$ cat config.mk
export PLATFORM = sky130hd
export DESIGN_NAME = k_combination_generator
export DESIGN_NICKNAME = d
export VERILOG_FILES = /design/src/sv/kcg_pkg.sv /design/src/sv/kcg_seq.sv /design/src/sv/k_combination_generator.sv
export SDC_FILE = /design/constraint.sdc
export NUM_CORES = 1
export LEC_CHECK = 0
export BUFFER_PORTS_ARGS = -buffer_cell sky130_fd_sc_hd__clkbuf_2
export CAP_MARGIN = 0
export CORE_MARGIN = 3
export CORE_UTILIZATION = 40
export CTS_CLUSTER_DIAMETER = 120
export DETAILED_ROUTE_END_ITERATION = 16
export GPL_ROUTABILITY_DRIVEN = 0
export PLACE_DENSITY = 0.59
export SLEW_MARGIN = 5
export SYNTH_ARGS = -nofsm -noshare
export SYNTH_HDL_FRONTEND = slang
export SYNTH_HIERARCHICAL = 1
export SYNTH_SLANG_ARGS = --single-unit
$ cat constraint.sdc
create_clock -name clk -period 5.4 [get_ports clk]
set_input_delay 0.81 -clock clk [delete_from_list [all_inputs] [get_ports clk]]
set_output_delay 0.81 -clock clk [all_outputs]
set_load 0.005 [all_outputs]
$ cat src/sv/kcg_pkg.sv
// shared constants and types of the k-combination generator
`timescale 1ns / 1ps

package kcg_pkg;

  localparam int MAX_K_DEF      = 16;
  localparam int VALUE_BITS_DEF = 8;

  localparam int SET_SIZE_W     = 8;
  localparam int CHOOSE_COUNT_W = 5;
  localparam int POSITION_W     = 4;
  localparam int ELEM_VALUE_W   = 8;
  localparam int CFG_INDEX_W    = 1;
  localparam int CFG_DATA_W     = 8;
  localparam int IN_TDATA_W     = 8;
  localparam int OUT_TDATA_W    = 16;

  localparam logic [SET_SIZE_W-1:0]     SET_SIZE_RST     = 8'd7;
  localparam logic [CHOOSE_COUNT_W-1:0] CHOOSE_COUNT_RST = 5'd5;

  // one result from the sequencer to the output register
  typedef struct packed {
    logic                    valid;
    logic [POSITION_W-1:0]   position;
    logic [ELEM_VALUE_W-1:0] element_value;
    logic                    last_of_run;
    logic                    done_res;
  } emit_t;

endpackage

$ cat src/sv/kcg_seq.sv
// sequencer, element store and shared add/compare unit of the k-combination generator
`timescale 1ns / 1ps

module kcg_seq #(
  parameter int MAX_K      = kcg_pkg::MAX_K_DEF,
  parameter int VALUE_BITS = kcg_pkg::VALUE_BITS_DEF
) (
  input  logic                                clk,
  input  logic                                rst_n,
  input  logic                                start,
  input  logic                                restart,
  input  logic [kcg_pkg::SET_SIZE_W-1:0]      set_size,
  input  logic [kcg_pkg::CHOOSE_COUNT_W-1:0]  choose_count,
  input  logic                                slot_free,
  output logic                                idle,
  output kcg_pkg::emit_t                      em
);

  import kcg_pkg::*;

  localparam int IDXW = (MAX_K > 1) ? $clog2(MAX_K) : 1;
  localparam int CW   = ((IDXW > CHOOSE_COUNT_W) ? IDXW : CHOOSE_COUNT_W) + 1;
  localparam int DW   = CHOOSE_COUNT_W;
  localparam int LW   = ((VALUE_BITS > SET_SIZE_W) ? VALUE_BITS : SET_SIZE_W) + DW + 1;

  typedef enum logic [2:0] {
    ST_IDLE,
    ST_SCAN,
    ST_FILL,
    ST_EMIT,
    ST_DONE
  } state_t;

  state_t                state_r;
  logic                  started_r;
  logic                  exhausted_r;
  logic [IDXW-1:0]       idx_r;
  logic [DW-1:0]         dist_r;
  logic [VALUE_BITS-1:0] val_r;
  logic [VALUE_BITS-1:0] elem_r [MAX_K];

  logic [VALUE_BITS-1:0] elem_rd;
  logic [CW-1:0]         k_ext;
  logic [CW-1:0]         last_idx;
  logic                  at_last;
  logic                  k_bad;
  logic [LW-1:0]         lhs;
  logic                  below;

  assign elem_rd  = elem_r[idx_r];
  assign k_ext    = CW'(choose_count);
  assign last_idx = k_ext - CW'(1);
  assign at_last  = (CW'(idx_r) == last_idx);
  assign k_bad    = (choose_count == '0) || (k_ext > CW'(MAX_K)) ||
                    (LW'(choose_count) > LW'(set_size));
  // element plus its distance from the top position, against n
  assign lhs      = LW'(elem_rd) + LW'(dist_r);
  assign below    = lhs < LW'(set_size);

  assign idle = (state_r == ST_IDLE);

  always_comb begin
    em = '0;
    unique case (state_r)
      ST_EMIT: begin
        em.valid         = slot_free;
        em.position      = POSITION_W'(idx_r);
        em.element_value = ELEM_VALUE_W'(elem_rd);
        em.last_of_run   = at_last;
        em.done_res      = 1'b0;
      end
      ST_DONE: begin
        em.valid         = slot_free;
        em.last_of_run   = 1'b1;
        em.done_res      = 1'b1;
      end
      default: begin
        em = '0;
      end
    endcase
  end

  // element store, no reset
  always_ff @(posedge clk) begin
    if (state_r == ST_FILL) begin
      elem_r[idx_r] <= val_r;
    end
  end

  always_ff @(posedge clk) begin
    if (!rst_n) begin
      state_r     <= ST_IDLE;
      started_r   <= 1'b0;
      exhausted_r <= 1'b0;
      idx_r       <= '0;
      dist_r      <= '0;
      val_r       <= '0;
    end else begin
      unique case (state_r)
        ST_IDLE: begin
          if (start) begin
            if (restart || !started_r) begin
              started_r <= 1'b1;
              if (k_bad) begin
                exhausted_r <= 1'b1;
                state_r     <= ST_DONE;
              end else begin
                exhausted_r <= 1'b0;
                idx_r       <= '0;
                val_r       <= VALUE_BITS'(1);
                state_r     <= ST_FILL;
              end
            end else if (exhausted_r || k_bad) begin
              exhausted_r <= 1'b1;
              state_r     <= ST_DONE;
            end else begin
              idx_r   <= IDXW'(last_idx);
              dist_r  <= '0;
              state_r <= ST_SCAN;
            end
          end
        end
        ST_SCAN: begin
          if (below) begin
            val_r   <= VALUE_BITS'(elem_rd + 1'b1);
            state_r <= ST_FILL;
          end else if (idx_r == '0) begin
            exhausted_r <= 1'b1;
            state_r     <= ST_DONE;
          end else begin
            idx_r  <= idx_r - 1'b1;
            dist_r <= dist_r + 1'b1;
          end
        end
        ST_FILL: begin
          val_r <= VALUE_BITS'(val_r + 1'b1);
          if (at_last) begin
            idx_r   <= '0;
            state_r <= ST_EMIT;
          end else begin
            idx_r <= idx_r + 1'b1;
          end
        end
        ST_EMIT: begin
          if (slot_free) begin
            if (at_last) begin
              state_r <= ST_IDLE;
            end else begin
              idx_r <= idx_r + 1'b1;
            end
          end
        end
        ST_DONE: begin
          if (slot_free) begin
            state_r <= ST_IDLE;
          end
        end
        default: begin
          state_r <= ST_IDLE;
        end
      endcase
    end
  end

endmodule

$ cat src/sv/k_combination_generator.sv
// top level of the k-combination generator: config registers, sequencer and output register
`timescale 1ns / 1ps

// Each request on the input stream returns the next k-element subset of 1..n in
// lexicographic order as k results (position 0 first, tlast on the final one);
// restart set goes back to 1..k. Once all subsets are out, or if k is zero, above
// MAX_K or above n, a request gives one result with tuser (done) set. Work runs on a
// single element read port and one add/compare unit: a step request scans down from the
// last position to the increment point and refills from there, a restart fills all k
// elements, and then the results go out. in_tready is low from a request until its last
// result has entered the output register. The user writes configuration only while the
// block is idle; the block itself does not enforce this.

module k_combination_generator #(
  parameter int MAX_K      = kcg_pkg::MAX_K_DEF,
  parameter int VALUE_BITS = kcg_pkg::VALUE_BITS_DEF
) (
  input  logic                              clk,
  input  logic                              rst_n,
  input  logic                              in_tvalid,
  output logic                              in_tready,
  input  logic [kcg_pkg::IN_TDATA_W-1:0]    in_tdata,   // restart
  output logic                              out_tvalid,
  input  logic                              out_tready,
  output logic [kcg_pkg::OUT_TDATA_W-1:0]   out_tdata,  // position, element_value
  output logic                              out_tlast,
  output logic                              out_tuser,  // done_res
  input  logic                              cfg_we,
  input  logic [kcg_pkg::CFG_INDEX_W-1:0]   cfg_index,
  input  logic [kcg_pkg::CFG_DATA_W-1:0]    cfg_wdata
);

  import kcg_pkg::*;

  localparam logic [CFG_INDEX_W-1:0] REG_SET_SIZE     = 1'd0;
  localparam logic [CFG_INDEX_W-1:0] REG_CHOOSE_COUNT = 1'd1;

  logic [SET_SIZE_W-1:0]     set_size_r;
  logic [CHOOSE_COUNT_W-1:0] choose_count_r;
  logic                      out_valid_r;
  logic [POSITION_W-1:0]     position_r;
  logic [ELEM_VALUE_W-1:0]   element_value_r;
  logic                      last_r;
  logic                      done_r;

  logic  idle;
  logic  start;
  logic  slot_free;
  emit_t em;

  assign in_tready = idle;
  assign start     = in_tvalid && idle;
  assign slot_free = !out_valid_r || out_tready;

  kcg_seq #(
    .MAX_K      (MAX_K),
    .VALUE_BITS (VALUE_BITS)
  ) u_seq (
    .clk          (clk),
    .rst_n        (rst_n),
    .start        (start),
    .restart      (in_tdata[0]),
    .set_size     (set_size_r),
    .choose_count (choose_count_r),
    .slot_free    (slot_free),
    .idle         (idle),
    .em           (em)
  );

  always_ff @(posedge clk) begin
    if (!rst_n) begin
      set_size_r     <= SET_SIZE_RST;
      choose_count_r <= CHOOSE_COUNT_RST;
    end else if (cfg_we) begin
      unique case (cfg_index)
        REG_SET_SIZE:     set_size_r     <= cfg_wdata[SET_SIZE_W-1:0];
        REG_CHOOSE_COUNT: choose_count_r <= cfg_wdata[CHOOSE_COUNT_W-1:0];
        default: begin
        end
      endcase
    end
  end

  always_ff @(posedge clk) begin
    if (!rst_n) begin
      out_valid_r <= 1'b0;
    end else if (em.valid) begin
      out_valid_r <= 1'b1;
    end else if (out_tready) begin
      out_valid_r <= 1'b0;
    end
  end

  always_ff @(posedge clk) begin
    if (em.valid) begin
      position_r      <= em.position;
      element_value_r <= em.element_value;
      last_r          <= em.last_of_run;
      done_r          <= em.done_res;
    end
  end

  assign out_tvalid = out_valid_r;
  assign out_tdata  = {(OUT_TDATA_W - POSITION_W - ELEM_VALUE_W)'(0), element_value_r, position_r};
  assign out_tlast  = last_r;
  assign out_tuser  = done_r;

endmodule

==> impl_metrics.csv, run 1 <==
group,metric,value,unit
worst_setup_path,arrival,5310,ps
worst_setup_path,startpoint_type,"flop",
timing,maxSlewHeadroom,28.6,%
global_route,antenna_found_initial,0,
power,p_clk_share,26.5,%
worst_setup_path,slowest_stage,"dfxtp_2",
worst_setup_path,crit_buf_inv,1,
global_route,overflow,0,
yosys,synthFlopType,"edfxtp_1",
yosys,synth_cell_types,83,
global_route,grt_pass1_vias,5249,
worst_setup_path,crit_type,"reg2reg",
yosys,yosysWarnings,6,
global_route,met1_usage,25.0,%
power,leakagePower,3.51,nW
timing,hold_violations,0,
worst_setup_path,crit_path_max_fanout,15,
placed_design,detailedPlace.worstSlack,-1.87,ps
floorplanning,fp.dieW,154,um
worst_setup_path,cp_common_cell,"ha_1",
global_route,use_met2,27.4,%
global_route,grt_usage,17.3,%
clock_network,cts-root-buf,"clkbuf_16",
routing,drt_iter0_markers,451,
yosys,netlist.area_leader.share,48.8,%
yosys,syn_area,8740,sq um
yosys,synth_cells,643,
routing,routedWlPerCell,21.0,um
clock_network,cts_buffers,17,
clock_network,postCtsHoldBufs,0,
routing,vias,5401,
power,internal-power,3.08,mW
global_route,grt_util_met3,3.10,%
floorplanning,core-area,21200,sq um
yosys,synth_most_common_cell,"edfxtp_1",
placed_design,place_area,9170,sq um
routing,drt_first_pass_iters,7,
yosys,syn_area_per_cell,13.6,sq um
global_route,grt_pass1_wl,30900,um
clock_network,clk_path_buf_depth,2,
power,power.total,4.77,mW
routing,avgViaCountPerCell,5.59,
power,p_per_area,487,nW/um^2
routing,detail-route-antenna-nets,0,
timing,skew,9.81,ps
cells_and_area,n_antenna_cell,0,
cells_and_area,area_growth,12.0,%
power,p_sw,1.69,mW
placed_design,port_buffers,30,
yosys,synth-edff-count,142,
yosys,yosys.area.top_type,"edfxtp_1",
yosys,synthArstFlopShare,0,%
timing,tns,0,ps
clock_network,cts_tree,"built",
timing,post-route-min-period,4990,ps
timing,worst_slew_pin_slew,1070,ps
yosys,synth.top_cells.by_area,"edfxtp_1 (49%), dfxtp_1 (9.2%), mux4_2 (5.9%)",
cells_and_area,fin_area,9790,sq um
worst_setup_path,worstPathRequired,5720,ps
timing,fin_crit_sh,92.3,%
power,pwr-share-comb,31.8,%
floorplanning,die_y,154,um
timing,fmax,201,MHz
power,seqPwrFrac,41.7,%
cells_and_area,layout-drive-gt1-share,19.2,%
placed_design,dp_hpwl,13900,um
routing,drc,0,
power,switching_share,35.4,%
floorplanning,num_io_pins,42,
yosys,synth_seq_cells,182,
routing,wl,20200,um
floorplanning,initial_core_util,41.2,%
yosys,ys_seq_area_share,57.9,%
floorplanning,die_area,23700,sq um
global_route,top_usage_layer,"met2",
timing,setup_ws,414,ps
worst_setup_path,crit_chain,"buf_4 -> mux4_2 -> a22oi_1 -> nand3_1 -> ha_1 -> o21ai_0 -> a21boi_0 -> nor2_1 -> ha_1 -> a21o_1 -> a21oi_1 -> o31ai_1 -> a311o_1 -> or2_1 -> o32ai_4 -> a21boi_2 -> o31a_1",
clock_network,clk_pin_slew,70,ps
worst_setup_path,critPathMaxStageDelay,640,ps
clock_network,clk_latency,430,ps
timing,finalSetupViolations,0,
clock_network,cts.sinks,182,
hold_path,hold_class,"reg2reg",
cells_and_area,nNetsFinal,726,
cells_and_area,fillers,1901,
run,drv_cap,0,
worst_setup_path,cp_top_family,"compound AO/OA/AOI/OAI gates",
yosys,synth_common_cells,"edfxtp_1 (142), dfxtp_1 (40), nor2_1 (37)",
global_route,grt_max_degree,41,
floorplanning,rows,53,
clock_network,cts_setup_buffers,0,
timing,maxSlewViolCount,0,
clock_network,htree_levels,4,
timing,rsz0062_at_grt,"false",
worst_setup_path,end_kind,"flop",
power,peakVddDrop,0.237,mV
run_status,status,"completed",
==> final cells by class <==
class | count | area, sq um | share of cell area, %
inverters | 30 | 113 | 1.15
clock buffers | 17 | 425 | 4.35
well taps | 275 | 344 | 3.51
multi-input cells | 397 | 3360 | 34.3
flip-flops and latches | 182 | 5070 | 51.8
repair buffers | 50 | 300 | 3.07
clock inverters | 15 | 180 | 1.84
==> repair_timing <==
action                                  in CTS  in global routing
endpoints found under the setup margin       1                  1
pin swaps                                    0                  1
resized for setup                            1                  1
==> registers in the layout (all words and copies together) (netlist names), named ones only <==
name               cells
u_seq/idx_r            4
out_tuser              1
u_seq/val_r            8
set_size_r             8
out_tvalid             1
u_seq/elem_r         128
u_seq/dist_r           5
element_value_r        8
u_seq/state_r          3
choose_count_r         5
u_seq/started_r        1
u_seq/exhausted_r      1
position_r             4
out_tlast              1
==> power by group through the flow <==
stage               clock network [mW]  logic, mW  registers (mW)
floorplan                            0       1.19            1.88
global placement                     0       1.46            1.99
detailed placement                   0       1.50            2.02
CTS                               1.29       1.51            1.98
global route                      1.35       1.66            2.02
finish                            1.26       1.52            1.99
==> path summary, 6_finish.rpt <==
path                              startpoint                     endpoint  slack, ps  depth (start not counted)
setup / recovery                        flop  u_seq/val_r[7]$_SDFFE_PN0P_        410                         17
hold / removal    set_size_r[4]$_SDFFE_PN0P_   set_size_r[4]$_SDFFE_PN0P_        480                          2
setup reg to reg                        flop  u_seq/val_r[7]$_SDFFE_PN0P_        410                         17
hold reg to reg   set_size_r[4]$_SDFFE_PN0P_   set_size_r[4]$_SDFFE_PN0P_        480                          2
==> per-layer routing <==
| metal | share of wire (%) | vias up | wire (um) |
|---|---|---|---|
| met3 | 4.5 | 11 | 918 |
| li1 | - | 2518 | - |
| met5 | 0 | - | 0 |
| met1 | 46 | 2717 | 9400 |
| met2 | 48 | 155 | 9760 |
| met4 | 0.85 | 0 | 172 |
==> worst min-delay path: stages (launching register included) <==
cell	delay [ps]
dfxtp_1	320
nand2_1	50
mux2i_1	60
==> through the flow <==
stage          instances  utilization [%]  hold WS, ps
2_1_floorplan        646                -          438
5_1_grt              966             46.1          501
3_5_place_dp         934             43.2          472
3_3_place_gp         934             43.2          451
4_1_cts              966             46.1          482
6_report             966             46.1          475
==> placed cells by master, fill, tap and decap left out, types with 15 or more instances in the layout <==
master / count
edfxtp_1: 142
dfxtp_1: 38
nor2_1: 37
nand2_1: 36
mux2i_1: 36
clkbuf_2: 30
inv_1: 29
ha_1: 25
and2_1: 24
mux4_2: 23
buf_4: 20
clkbuf_16: 17
nand3_1: 16
a21oi_1: 15
o21ai_0: 15
==> cells by family (layout without fill, tap and decap cells) <==
| kind of cell | after synthesis | count (layout) | synth area share (%) |
|---|---|---|---|
| buf+inv | 67 | 112 | 4.05 |
| flops | 182 | 182 | 57.9 |
| compound gates | 105 | 105 | 9.20 |
| simple gates | 169 | 169 | 10.2 |
| xor+xnor | 20 | 20 | 2.16 |
| mux | 73 | 73 | 12.6 |
| other cells | 1 | 4 | 0.0429 |
| fa+ha+maj | 26 | 26 | 3.81 |
(Power assumes the default switching activity.)
==> inputs of run 2 (changes only) <==
--- a/config.mk
+++ b/config.mk
@@ -10,6 +10,7 @@
 export CORE_MARGIN = 3
 export CORE_UTILIZATION = 40
 export CTS_CLUSTER_DIAMETER = 120
+export CTS_CLUSTER_SIZE = 25
 export DETAILED_ROUTE_END_ITERATION = 16
 export GPL_ROUTABILITY_DRIVEN = 0
 export PLACE_DENSITY = 0.59
==> constraint.sdc (replaced) <==
create_clock -name clk -period 5.4 [get_ports clk]
set_input_delay 1.62 -clock clk [delete_from_list [all_inputs] [get_ports clk]]
set_output_delay 1.62 -clock clk [all_outputs]
set_load 0.005 [all_outputs]
==> run 2 against run 1 <==
Worst hold slack worse by 2.0 ps. Total power is 2.1% lower. Die area stayed put. Register-to-register slack better by 140 ps. Maximum frequency is 2.9% higher. Cell area is 0.54% lower. Global-route usage hardly changed. Sequential cell count stayed put. First-iteration DRC count is 2.0% lower. Critical path depth is 3 higher. Routed wire length is 0.78% lower. Largest cell class unchanged.
==> impl_metrics.csv, run 2 (synthesis gave the netlist of run 1 again) <==
group,metric,value,unit
power,peakVddDrop,0.233,mV
floorplanning,core-area,21200,sq um
global_route,overflow,0,
floorplanning,rows,53,
timing,post-route-min-period,4850,ps
global_route,grt_usage,17.3,%
timing,rsz0062_at_grt,"false",
routing,drc,0,
placed_design,dp_hpwl,13900,um
placed_design,port_buffers,30,
hold_path,worstHoldStart,"set_size_r[2]$_SDFFE_PN1P_",
floorplanning,num_io_pins,42,
routing,drt_first_pass_iters,5,
worst_setup_path,worstPathRequired,5710,ps
power,p_per_area,480,nW/um^2
clock_network,cts_setup_buffers,0,
worst_setup_path,end_kind,"flop",
timing,fmax,206,MHz
cells_and_area,n_antenna_cell,0,
timing,fin_crit_sh,89.8,%
run,drv_cap,0,
power,power.total,4.67,mW
worst_setup_path,rr_worst_depth,20,
timing,skew,10.2,ps
cells_and_area,layout_common_cells,"edfxtp_1 (142), dfxtp_1 (37), nor2_1 (37)",
cells_and_area,postLayoutCoreUtil,45.9,%
global_route,antenna_found_initial,0,
cells_and_area,layout_commonest_cell,"edfxtp_1",
global_route,grt_pass1_wl,31000,um
cells_and_area,nNetsFinal,725,
clock_network,htree_levels,4,
power,leakagePower,3.49,nW
clock_network,cts-root-buf,"clkbuf_16",
global_route,grt_max_degree,41,
cells_and_area,regMostFlops,"u_seq/elem_r",
floorplanning,initial_core_util,41.2,%
placed_design,dp_cells,933,
cells_and_area,largest_reg_flops,128,
hold_path,hold_class,"reg2reg",
hold_path,min_to,"set_size_r[2]$_SDFFE_PN1P_",
floorplanning,die_area,23700,sq um
clock_network,postCtsHoldBufs,0,
worst_setup_path,crit_path_max_fanout,16,
worst_setup_path,startpoint_type,"flop",
routing,detail-route-antenna-nets,0,
worst_setup_path,crit_type,"reg2reg",
clock_network,cts_buffers,17,
routing,routedWlPerCell,20.8,um
routing,wl,20100,um
cells_and_area,instances_no_fill,965,
timing,maxSlewHeadroom,27.7,%
clock_network,cts.sinks,182,
clock_network,cts_tree,"built",
timing,hold_violations,0,
clock_network,clk_pin_slew,70,ps
placed_design,place_area,9180,sq um
floorplanning,die_y,154,um
cells_and_area,area_growth,11.4,%
routing,avgViaCountPerCell,5.57,
hold_path,hold_depth,2,
routing,drt_iter0_markers,442,
run_status,status,"completed",
routing,vias,5377,
timing,maxSlewViolCount,0,
worst_setup_path,r2r_slack,550,ps
clock_network,clk_path_buf_depth,2,
timing,finalSetupViolations,0,
clock_network,clk_latency,430,ps
global_route,grt_pass1_vias,5327,
cells_and_area,fin_area,9740,sq um
worst_setup_path,arrival,5160,ps
timing,worst_slew_pin_slew,1080,ps
cells_and_area,layout-drive-gt1-share,18.8,%
floorplanning,fp.dieW,154,um
run 2: changes by cell type in the layout (fill, tap and decap cells not counted), sizes merged:
cell,previous run,this run
clkinv,3,6
clkbuf,47,48
clkinvlp,4,1
buf,20,19
bufinv,1,0
run 2: area by class of cell:
| cell class | instances | area, sq um |
|---|---|---|
| Fill cell | 1889 | 11500 |
| Sequential cell | 182 | 5070 |
| Multi-Input combinational cell | 397 | 3360 |
| Clock buffer | 18 | 429 |
| Tap cell | 275 | 344 |
| Timing Repair Buffer | 49 | 305 |
| Clock inverter | 14 | 115 |
| Inverter | 30 | 113 |
run 2: repair_timing:
action                     4_1_cts  5_1_grt
pin swaps                        0        0
hold endpoints to repair         0        0
gates resized for setup          1        3
setup endpoints to repair        2        7
run 2: how the worst max path moves through the flow:
stage	start	endpoint	cells after the start
2_1_floorplan	flop	u_seq/val_r[7]$_SDFFE_PN0P_	24
3_3_place_gp	flop	flop	20
3_5_place_dp	flop	flop	16
4_1_cts	flop	flop	16
5_1_grt	flop	flop	20
6_report	flop	flop	20
run 2: metrics by stage:
stage / hold WS [ps] / setup TNS (ps) / setup WS, ps
CTS: 476 / 0 / 303
global placement: 451 / -12.6 / -12.6
floorplan: 438 / 0 / 817
finish: 473 / 0 / 553
detailed placement: 465 / 0 / 25.2
global route: 512 / 0 / 102
run 2: power breakdown:
group / internal [mW] / total [mW] / switching [mW]
combinational: 0.670 / 1.52 / 0.855
clock: 0.603 / 1.16 / 0.557
sequential: 1.75 / 1.99 / 0.232
run 2: per-layer routing:
| metal | routed length [um] | vias up | global-route usage (%) |
|---|---|---|---|
| met5 | 0 | - | 0 |
| met4 | 296 | 0 | 4.88 |
| met3 | 1210 | 23 | 3.60 |
| met2 | 9770 | 138 | 28.1 |
| met1 | 8810 | 2707 | 23.8 |
| li1 | - | 2509 | - |
run 2: worst max-delay path, stage by stage (launching register included):
cell and delay, ps:
dfxtp_4 550, buf_12 190, nor2_1 50, a22oi_1 180, nand3_1 180, mux2_2 370
inv_1 90, ha_1 220, a21o_1 160, a21oi_1 210, o21ai_0 110, a21oi_1 240
xnor2_1 110, ha_1 300, nand3_1 80, o31ai_1 220, a311o_1 240, nor3_2 80
a2111oi_4 620, o21ai_1 200, a32o_1 310
